==> src/rtl/oat_pkg.sv <==
// Package for the outstanding ack tracker.
// Holds the item structs, the per-cell control struct and the command codes.
// No dependencies.
package oat_pkg;

	localparam int ID_W   = 32;
	localparam int PEND_W = 7;

	localparam logic CMD_SEND = 1'b0;
	localparam logic CMD_ACK  = 1'b1;

	typedef struct packed {
		logic            cmd;
		logic [ID_W-1:0] cmd_id;
	} in_item_t;

	typedef struct packed {
		logic              accepted;
		logic              error_flag;
		logic [ID_W-1:0]   error_id;
		logic [PEND_W-1:0] pending;
	} out_item_t;

	typedef struct packed {
		logic shift;
		logic load;
	} cell_ctrl_t;

endpackage

==> src/rtl/outstanding_ack_tracker.sv <==
// Outstanding ack tracker: an ordered list of command ids awaiting acknowledgement,
// kept in a row of cells with the head in cell 0. A send, a matching ack or an ack
// with id 0 needs no search: its result strobes on done in the cycle after start,
// and busy stays low. An ack that mismatches the head drops that entry and keeps busy
// high while it drops further entries until the head matches or the list is empty;
// then its error result strobes on done. The list moves forward one entry per cycle
// through the cell chain. Results cannot be held off. cfg_ready is always high.
module outstanding_ack_tracker #(
	parameter int LIST_DEPTH = 64
) (
	input  logic                clk,
	input  logic                arst_n,
	input  logic                start,
	output logic                busy,
	input  oat_pkg::in_item_t   item,
	input  logic                cfg_valid,
	output logic                cfg_ready,
	input  logic                cfg_data,
	output logic                done,
	output oat_pkg::out_item_t  result
);

	localparam int CNT_W = $clog2(LIST_DEPTH + 1);
	localparam int ID_W  = oat_pkg::ID_W;

	localparam logic ST_IDLE   = 1'b0;
	localparam logic ST_SEARCH = 1'b1;

	logic                state_q, state_d;
	logic [CNT_W-1:0]    cnt_q, cnt_d;
	logic                master_q;
	logic [ID_W-1:0]     ack_id_q;
	logic [ID_W-1:0]     err_id_q;
	logic                done_q;
	oat_pkg::out_item_t  result_q, res_d;
	logic                res_load;
	logic                shift;
	logic                append;
	logic                accept;
	logic                full;
	logic                head_match;
	logic                search_end;
	logic [ID_W-1:0]     ids [LIST_DEPTH];
	logic [oat_pkg::PEND_W+CNT_W-1:0] cnt_ext;

	assign accept     = start && !busy;
	assign busy       = (state_q == ST_SEARCH);
	assign cfg_ready  = 1'b1;
	assign full       = (cnt_q == CNT_W'(LIST_DEPTH));
	assign head_match = (ids[0] == item.cmd_id);
	assign search_end = (cnt_q == '0) || (ids[0] == ack_id_q);
	assign cnt_ext    = {{oat_pkg::PEND_W{1'b0}}, cnt_d};

	always_comb begin
		state_d  = state_q;
		cnt_d    = cnt_q;
		shift    = 1'b0;
		append   = 1'b0;
		res_load = 1'b0;
		res_d    = '0;
		unique case (state_q)
			ST_IDLE: begin
				if (accept) begin
					res_load = 1'b1;
					if (item.cmd == oat_pkg::CMD_SEND) begin
						if (full) begin
							res_d.error_flag = (item.cmd_id != '0);
							res_d.error_id   = item.cmd_id;
						end else begin
							res_d.accepted = 1'b1;
							if (master_q && (item.cmd_id != '0)) begin
								append = 1'b1;
								cnt_d  = cnt_q + CNT_W'(1);
							end
						end
					end else if (item.cmd_id != '0) begin
						if (cnt_q == '0) begin
							res_d.error_flag = 1'b1;
						end else if (head_match) begin
							shift = 1'b1;
							cnt_d = cnt_q - CNT_W'(1);
						end else begin
							// Mismatch: the head is dropped now, the rest is searched.
							shift    = 1'b1;
							cnt_d    = cnt_q - CNT_W'(1);
							res_load = 1'b0;
							state_d  = ST_SEARCH;
						end
					end
				end
			end
			ST_SEARCH: begin
				if (search_end) begin
					res_load         = 1'b1;
					res_d.error_flag = 1'b1;
					res_d.error_id   = err_id_q;
					state_d          = ST_IDLE;
				end else begin
					shift = 1'b1;
					cnt_d = cnt_q - CNT_W'(1);
				end
			end
			default: begin
				state_d = ST_IDLE;
			end
		endcase
		res_d.pending = cnt_ext[oat_pkg::PEND_W-1:0];
	end

	always_ff @(posedge clk or negedge arst_n) begin
		if (!arst_n) begin
			state_q  <= ST_IDLE;
			cnt_q    <= '0;
			master_q <= 1'b0;
			done_q   <= 1'b0;
		end else begin
			state_q <= state_d;
			cnt_q   <= cnt_d;
			done_q  <= res_load;
			if (cfg_valid && cfg_ready) begin
				master_q <= cfg_data;
			end
		end
	end

	always_ff @(posedge clk) begin
		if (res_load) begin
			result_q <= res_d;
		end
		if (accept) begin
			ack_id_q <= item.cmd_id;
			err_id_q <= ids[0];
		end
	end

	for (genvar i = 0; i < LIST_DEPTH; i++) begin : g_cell
		oat_pkg::cell_ctrl_t ctrl;
		logic [ID_W-1:0]     next_id;

		assign ctrl.shift = shift;
		assign ctrl.load  = append && (cnt_q == CNT_W'(i));
		if (i == LIST_DEPTH - 1) begin : g_tail
			assign next_id = ids[i];
		end else begin : g_body
			assign next_id = ids[i+1];
		end

		oat_cell u_cell (
			.clk     (clk),
			.ctrl    (ctrl),
			.new_id  (item.cmd_id),
			.next_id (next_id),
			.id      (ids[i])
		);
	end

	assign done   = done_q;
	assign result = result_q;

	a_cnt_bound: assert property (@(posedge clk) disable iff (!arst_n)
		cnt_q <= CNT_W'(LIST_DEPTH))
		else $error("list count exceeds depth");

	a_search_drop: assert property (@(posedge clk) disable iff (!arst_n)
		(state_q == ST_SEARCH) && !search_end |=> cnt_q == $past(cnt_q) - CNT_W'(1))
		else $error("search step did not drop one entry");

	a_accept_no_err: assert property (@(posedge clk) disable iff (!arst_n)
		done && result.accepted |-> !result.error_flag)
		else $error("accepted send item reported an error");

	a_search_result: assert property (@(posedge clk) disable iff (!arst_n)
		(state_q == ST_SEARCH) && search_end |=> done && result.error_flag)
		else $error("search ended without an error result");

endmodule

==> src/rtl/oat_cell.sv <==
// One entry of the tracker's id list.
// Depends on oat_pkg for the id width and the cell control struct.
module oat_cell (
	input  logic                     clk,
	input  oat_pkg::cell_ctrl_t      ctrl,
	input  logic [oat_pkg::ID_W-1:0] new_id,
	input  logic [oat_pkg::ID_W-1:0] next_id,
	output logic [oat_pkg::ID_W-1:0] id
);

	logic [oat_pkg::ID_W-1:0] id_q;

	// A shift takes the entry from the neighbor behind; a load appends a new id.
	always_ff @(posedge clk) begin
		if (ctrl.shift) begin
			id_q <= next_id;
		end else if (ctrl.load) begin
			id_q <= new_id;
		end
	end

	assign id = id_q;

endmodule
==> config.mk <==
export PLATFORM = sky130hd
export DESIGN_NAME = outstanding_ack_tracker
export DESIGN_NICKNAME = d
export VERILOG_FILES = /design/src/rtl/oat_pkg.sv /design/src/rtl/outstanding_ack_tracker.sv /design/src/rtl/oat_cell.sv
export SDC_FILE = /design/constraint.sdc
export NUM_CORES = 2
export LEC_CHECK = 0
export ABC_AREA = 0
export BUFFER_PORTS_ARGS = -buffer_cell sky130_fd_sc_hd__clkbuf_2
export CAP_MARGIN = 40
export CORE_MARGIN = 1
export CORE_UTILIZATION = 45
export CTS_CLUSTER_SIZE = 20
export DETAILED_ROUTE_END_ITERATION = 10
export SLEW_MARGIN = 10
export SYNTH_ARGS = -nofsm -noshare
export SYNTH_HDL_FRONTEND = slang
export SYNTH_SLANG_ARGS = --single-unit
==> constraint.sdc <==
create_clock -name clk -period 5.5 [get_ports clk]
set_input_delay 0.55 -clock clk [delete_from_list [all_inputs] [get_ports clk]]
set_output_delay 0.55 -clock clk [all_outputs]
set_load 0.05 [all_outputs]
==> run_summary.xml <==
<?xml version="1.0" encoding="UTF-8"?>
<metrics>
  <group name="status">
    <metric name="run_status" unit="">finished, final reports clean</metric>
  </group>
  <group name="synthesis">
    <metric name="synth_compound_area_share" unit="%">19.2</metric>
    <metric name="postSynth.topFlopCell" unit="">sky130_fd_sc_hd__edfxtp_1</metric>
    <metric name="synthXorXnorAreaFrac" unit="%">0.691</metric>
    <metric name="post_synth_num_cell_types" unit="">55</metric>
    <metric name="yosys.area_share.adder" unit="%">0.0589</metric>
    <metric name="post_synth_edffs" unit="">2153</metric>
    <metric name="synth_top_family_by_area" unit="">compound AO/OA/AOI/OAI gates</metric>
    <metric name="area_share_of_the_largest_cell_type_after_synthesis" unit="%">76.1</metric>
    <metric name="synthSimpleGateAreaFrac" unit="%">0.985</metric>
    <metric name="post_synthesis_async_set_or_reset_flop_share" unit="%">0.462</metric>
    <metric name="syn-cell-area" unit="mm2">0.0850</metric>
    <metric name="synth_warnings" unit="">0</metric>
    <metric name="ys_seq_elements" unit="">2163</metric>
    <metric name="yosys.area.top_type" unit="">sky130_fd_sc_hd__edfxtp_1</metric>
    <metric name="synth.area.top_cells" unit="">sky130_fd_sc_hd__edfxtp_1 (76%), sky130_fd_sc_hd__a21o_1 (18%), sky130_fd_sc_hd__buf_2 (1.9%)</metric>
    <metric name="sequential_cell_area_fraction_in_the_yosys_report" unit="%">76.4</metric>
    <metric name="post_synth.cell_area_avg" unit="um2">16.8</metric>
    <metric name="postSynthNetCount" unit="">5111</metric>
    <metric name="synth.area.mux_share" unit="%">0.0604</metric>
    <metric name="syn-instance-count" unit="">5069</metric>
  </group>
  <group name="drt">
    <metric name="antenna_violating_nets_post_route" unit="">0</metric>
    <metric name="routed_via_density" unit="">5.68</metric>
    <metric name="dr.pass1.iters" unit="">6</metric>
    <metric name="drt_drc_violations_left" unit="">0</metric>
    <metric name="detail_route.wl_per_cell" unit="um">23.0</metric>
    <metric name="drt_first_iter_violations" unit="">4265</metric>
    <metric name="routed-via-count" unit="">44164</metric>
    <metric name="drt_wl_total" unit="um">179000</metric>
  </group>
  <group name="power">
    <metric name="post-layout-total-power" unit="mW">68.5</metric>
    <metric name="pwr-share-comb" unit="%">29.0</metric>
    <metric name="net-switching-power" unit="mW">20.3</metric>
    <metric name="pwr_density_cell" unit="mW/mm2">713</metric>
    <metric name="cell_internal_pwr" unit="mW">48.2</metric>
    <metric name="sw_share" unit="%">29.6</metric>
    <metric name="max-vdd-ir-drop" unit="V">0.000372</metric>
    <metric name="power.share.clock" unit="%">21.0</metric>
    <metric name="power.leakage" unit="nW">44.3</metric>
    <metric name="sequential_share_of_power" unit="%">50.1</metric>
  </group>
  <group name="final_layout">
    <metric name="number_of_filler_cells_placed_in_the_layout" unit="">15184</metric>
    <metric name="final_cell_mix" unit="">sky130_fd_sc_hd__edfxtp_1 (2,153), sky130_fd_sc_hd__a21o_1 (2,016), sky130_fd_sc_hd__clkbuf_16 (214), sky130_fd_sc_hd__buf_4 (146), sky130_fd_sc_hd__nand2_1 (91)</metric>
    <metric name="ff_latch_area" unit="mm2">0.0649</metric>
    <metric name="drive_gt1_share" unit="%">12.7</metric>
    <metric name="layout-area-overhead-vs-synth" unit="%">13.0</metric>
    <metric name="multi_input_gate_area_in_the_final_layout" unit="mm2">0.0187</metric>
    <metric name="final_net_count" unit="">5149</metric>
    <metric name="total_non_filler_cell_area_in_the_finished_layout" unit="mm2">0.0961</metric>
    <metric name="layout.cells.most_common" unit="">sky130_fd_sc_hd__edfxtp_1</metric>
  </group>
  <group name="critical_path">
    <metric name="crit_fanout" unit="">34</metric>
    <metric name="timing.critical_path.to_type" unit="">flip-flop</metric>
    <metric name="worstSetupStartpointType" unit="">flip-flop</metric>
    <metric name="critPathKind" unit="">reg -&gt; reg</metric>
    <metric name="timing.critical_path.arrival" unit="ns">4.40</metric>
    <metric name="critPathRequiredTime" unit="ns">6.06</metric>
  </group>
  <group name="floorplan">
    <metric name="rows" unit="">159</metric>
    <metric name="ios" unit="">82</metric>
    <metric name="core_area" unit="mm2">0.188</metric>
    <metric name="fp.dieW" unit="um">437</metric>
    <metric name="die_y" unit="um">437</metric>
    <metric name="start_util" unit="%">45.3</metric>
    <metric name="floorplan.die_area" unit="mm2">0.191</metric>
  </group>
  <group name="sta">
    <metric name="final.min_clock_period" unit="ns">3.84</metric>
    <metric name="timing.fmax" unit="GHz">0.261</metric>
    <metric name="final.setup.worst_slack" unit="ns">1.66</metric>
    <metric name="final_max_slew_viol_count" unit="">0</metric>
    <metric name="slew_worst_pin" unit="ns">0.896</metric>
    <metric name="setup_viol" unit="">0</metric>
    <metric name="maxSlewHeadroom" unit="%">40.3</metric>
    <metric name="setup_repair_after_global_routing_missed_its_margin" unit="">false</metric>
    <metric name="final-hold-violation-count" unit="">0</metric>
    <metric name="final_min_period_over_clock_period" unit="%">69.8</metric>
    <metric name="finalClockSkew" unit="ns">0.0668</metric>
  </group>
  <group name="placement">
    <metric name="placed_cell_area" unit="mm2">0.0891</metric>
    <metric name="post-dp-hpwl" unit="um">105000</metric>
    <metric name="gpl.final_weighted_congestion" unit="">0.857</metric>
    <metric name="post-place-ws" unit="ns">1.68</metric>
    <metric name="numPortBuffers" unit="">80</metric>
  </group>
  <group name="clock_tree">
    <metric name="post_cts_resize_count" unit="">0</metric>
    <metric name="numCtsBuffers" unit="">213</metric>
    <metric name="post-cts-setup-buffers" unit="">0</metric>
    <metric name="worst_skew_pair.late_latency" unit="ns">0.87</metric>
    <metric name="cts_sinks" unit="">2163</metric>
    <metric name="clkTransAtPathRegs" unit="ns">0.07</metric>
    <metric name="max-clock-path-buffers" unit="">3</metric>
    <metric name="tritoncts" unit="">done</metric>
    <metric name="h-tree-depth" unit="">4</metric>
    <metric name="cts.root.buffer_cell" unit="">sky130_fd_sc_hd__clkbuf_16</metric>
  </group>
  <group name="global_routing">
    <metric name="grt_usage" unit="%">18.8</metric>
    <metric name="first_global_vias" unit="">44688</metric>
    <metric name="initial_antenna_violation_count" unit="">6</metric>
    <metric name="grt-ovfl-total" unit="">0</metric>
    <metric name="grt_pass1_wl" unit="um">278000</metric>
    <metric name="grt_max_degree" unit="">124</metric>
  </group>
  <group name="worst_hold_path">
    <metric name="hp-class" unit="">in -&gt; reg</metric>
  </group>
  <group name="run">
    <metric name="maxCapViolCount" unit="">0</metric>
  </group>
</metrics>
## logic make-up after synthesis
family	count (synthesis)
compound gates	2189
simple gates	177
buf+inv	463
other cells	1
fa+ha+maj	4
xor+xnor	67
mux	5
flops	2163
## metal layers
| layer | vias to the layer above | share of wire, % | GRT usage, % |
|---|---|---|---|
| met1 | 23076 | 45 | 27.2 |
| li1 | 19629 | - | - |
| met5 | - | 0.0073 | 0 |
| met3 | 291 | 6.0 | 3.40 |
| met2 | 1166 | 47 | 29.4 |
| met4 | 2 | 2.1 | 4.88 |
## metrics by stage
stage / setup TNS [ns] / hold slack [ns] / std cells / util, %
5_1_grt: 0 / 0.00510 / 7775 / 51.2
6_report: 0 / 0.0491 / 7776 / 51.2
3_3_place_gp: 0 / 0.496 / 7361 / 47.3
2_1_floorplan: -352.12 / 0.254 / 5069 / -
3_5_place_dp: 0 / 0.501 / 7377 / 47.5
4_1_cts: 0 / 0.00204 / 7774 / 51.2
## synth_stat cells (15+ instances only)
cell type	instances
sky130_fd_sc_hd__clkbuf_1	126
sky130_fd_sc_hd__buf_2	315
sky130_fd_sc_hd__nand4_1	15
sky130_fd_sc_hd__a21o_1	2017
sky130_fd_sc_hd__o21ai_2	29
sky130_fd_sc_hd__nand2_1	91
sky130_fd_sc_hd__nor4_1	18
sky130_fd_sc_hd__xor2_1	33
sky130_fd_sc_hd__o21ai_0	69
sky130_fd_sc_hd__xnor2_1	34
sky130_fd_sc_hd__nor2_1	16
sky130_fd_sc_hd__edfxtp_1	2153
sky130_fd_sc_hd__a22o_1	33
## worst paths after layout
kind / end / cells after the start / slack (ns) / start
min: g_cell[63].u_cell.id[24]$_DFFE_PP_ / 1 / 0.05 / item[24]
max in group asynchronous: cnt_q[2]$_DFF_PN0_ / 2 / 4.96 / arst_n
max: result[22]$_DFFE_PP_ / 8 / 1.66 / g_cell[0].u_cell.id[3]$_DFFE_PP_
max reg2reg: result[22]$_DFFE_PP_ / 8 / 1.66 / g_cell[0].u_cell.id[3]$_DFFE_PP_
min in group asynchronous: master_q$_DFFE_PN0P_ / 2 / 0.17 / arst_n
min reg2reg: g_cell[18].u_cell.id[1]$_DFFE_PP_ / 1 / 0.49 / g_cell[19].u_cell.id[1]$_DFFE_PP_
## flip-flops by register name (all words and copies together), names as in the netlist
signal / count
g_cell.u_cell.id: 2048
result: 41
ack_id_q: 32
err_id_q: 32
cnt_q: 7
busy: 1
done: 1
master_q: 1
## cell type report
type	count	area share, %
inverter	7	0.0274
clock inverter	125	1.37
timing repair buffer	279	2.57
sequential	2163	67.6
multi-input combinational	2443	19.4
antenna	2	0.00521
tap	2495	3.25
clock buffer	262	5.78
## critical path, stage by stage, from the launching register on
cell and delay, ns:
sky130_fd_sc_hd__edfxtp_1 0.47, sky130_fd_sc_hd__xor2_1 0.20, sky130_fd_sc_hd__nor4_1 0.59, sky130_fd_sc_hd__nand4_1 0.34, sky130_fd_sc_hd__o21ai_1 0.66, sky130_fd_sc_hd__and2_1 0.21, sky130_fd_sc_hd__buf_4 0.36, sky130_fd_sc_hd__a21o_2 0.42
sky130_fd_sc_hd__buf_12 0.25
## repair_timing
action / in CTS / in global routing
hold endpoints to repair: 24 / 0
hold buffers: 10 / 0
setup endpoints to repair: 0 / 0
## power by group through the flow
stage	Clock [mW]	Sequential [mW]	Combinational, mW
after global placement	0	34.5	19.4
after detailed placement	0	34.6	20.1
after global routing	15.3	35.0	21.9
after CTS	14.7	34.4	20.3
after floorplan	0	34.0	14.2
final	14.4	34.3	19.8
Note: power is estimated with default switching activity, not from simulation.
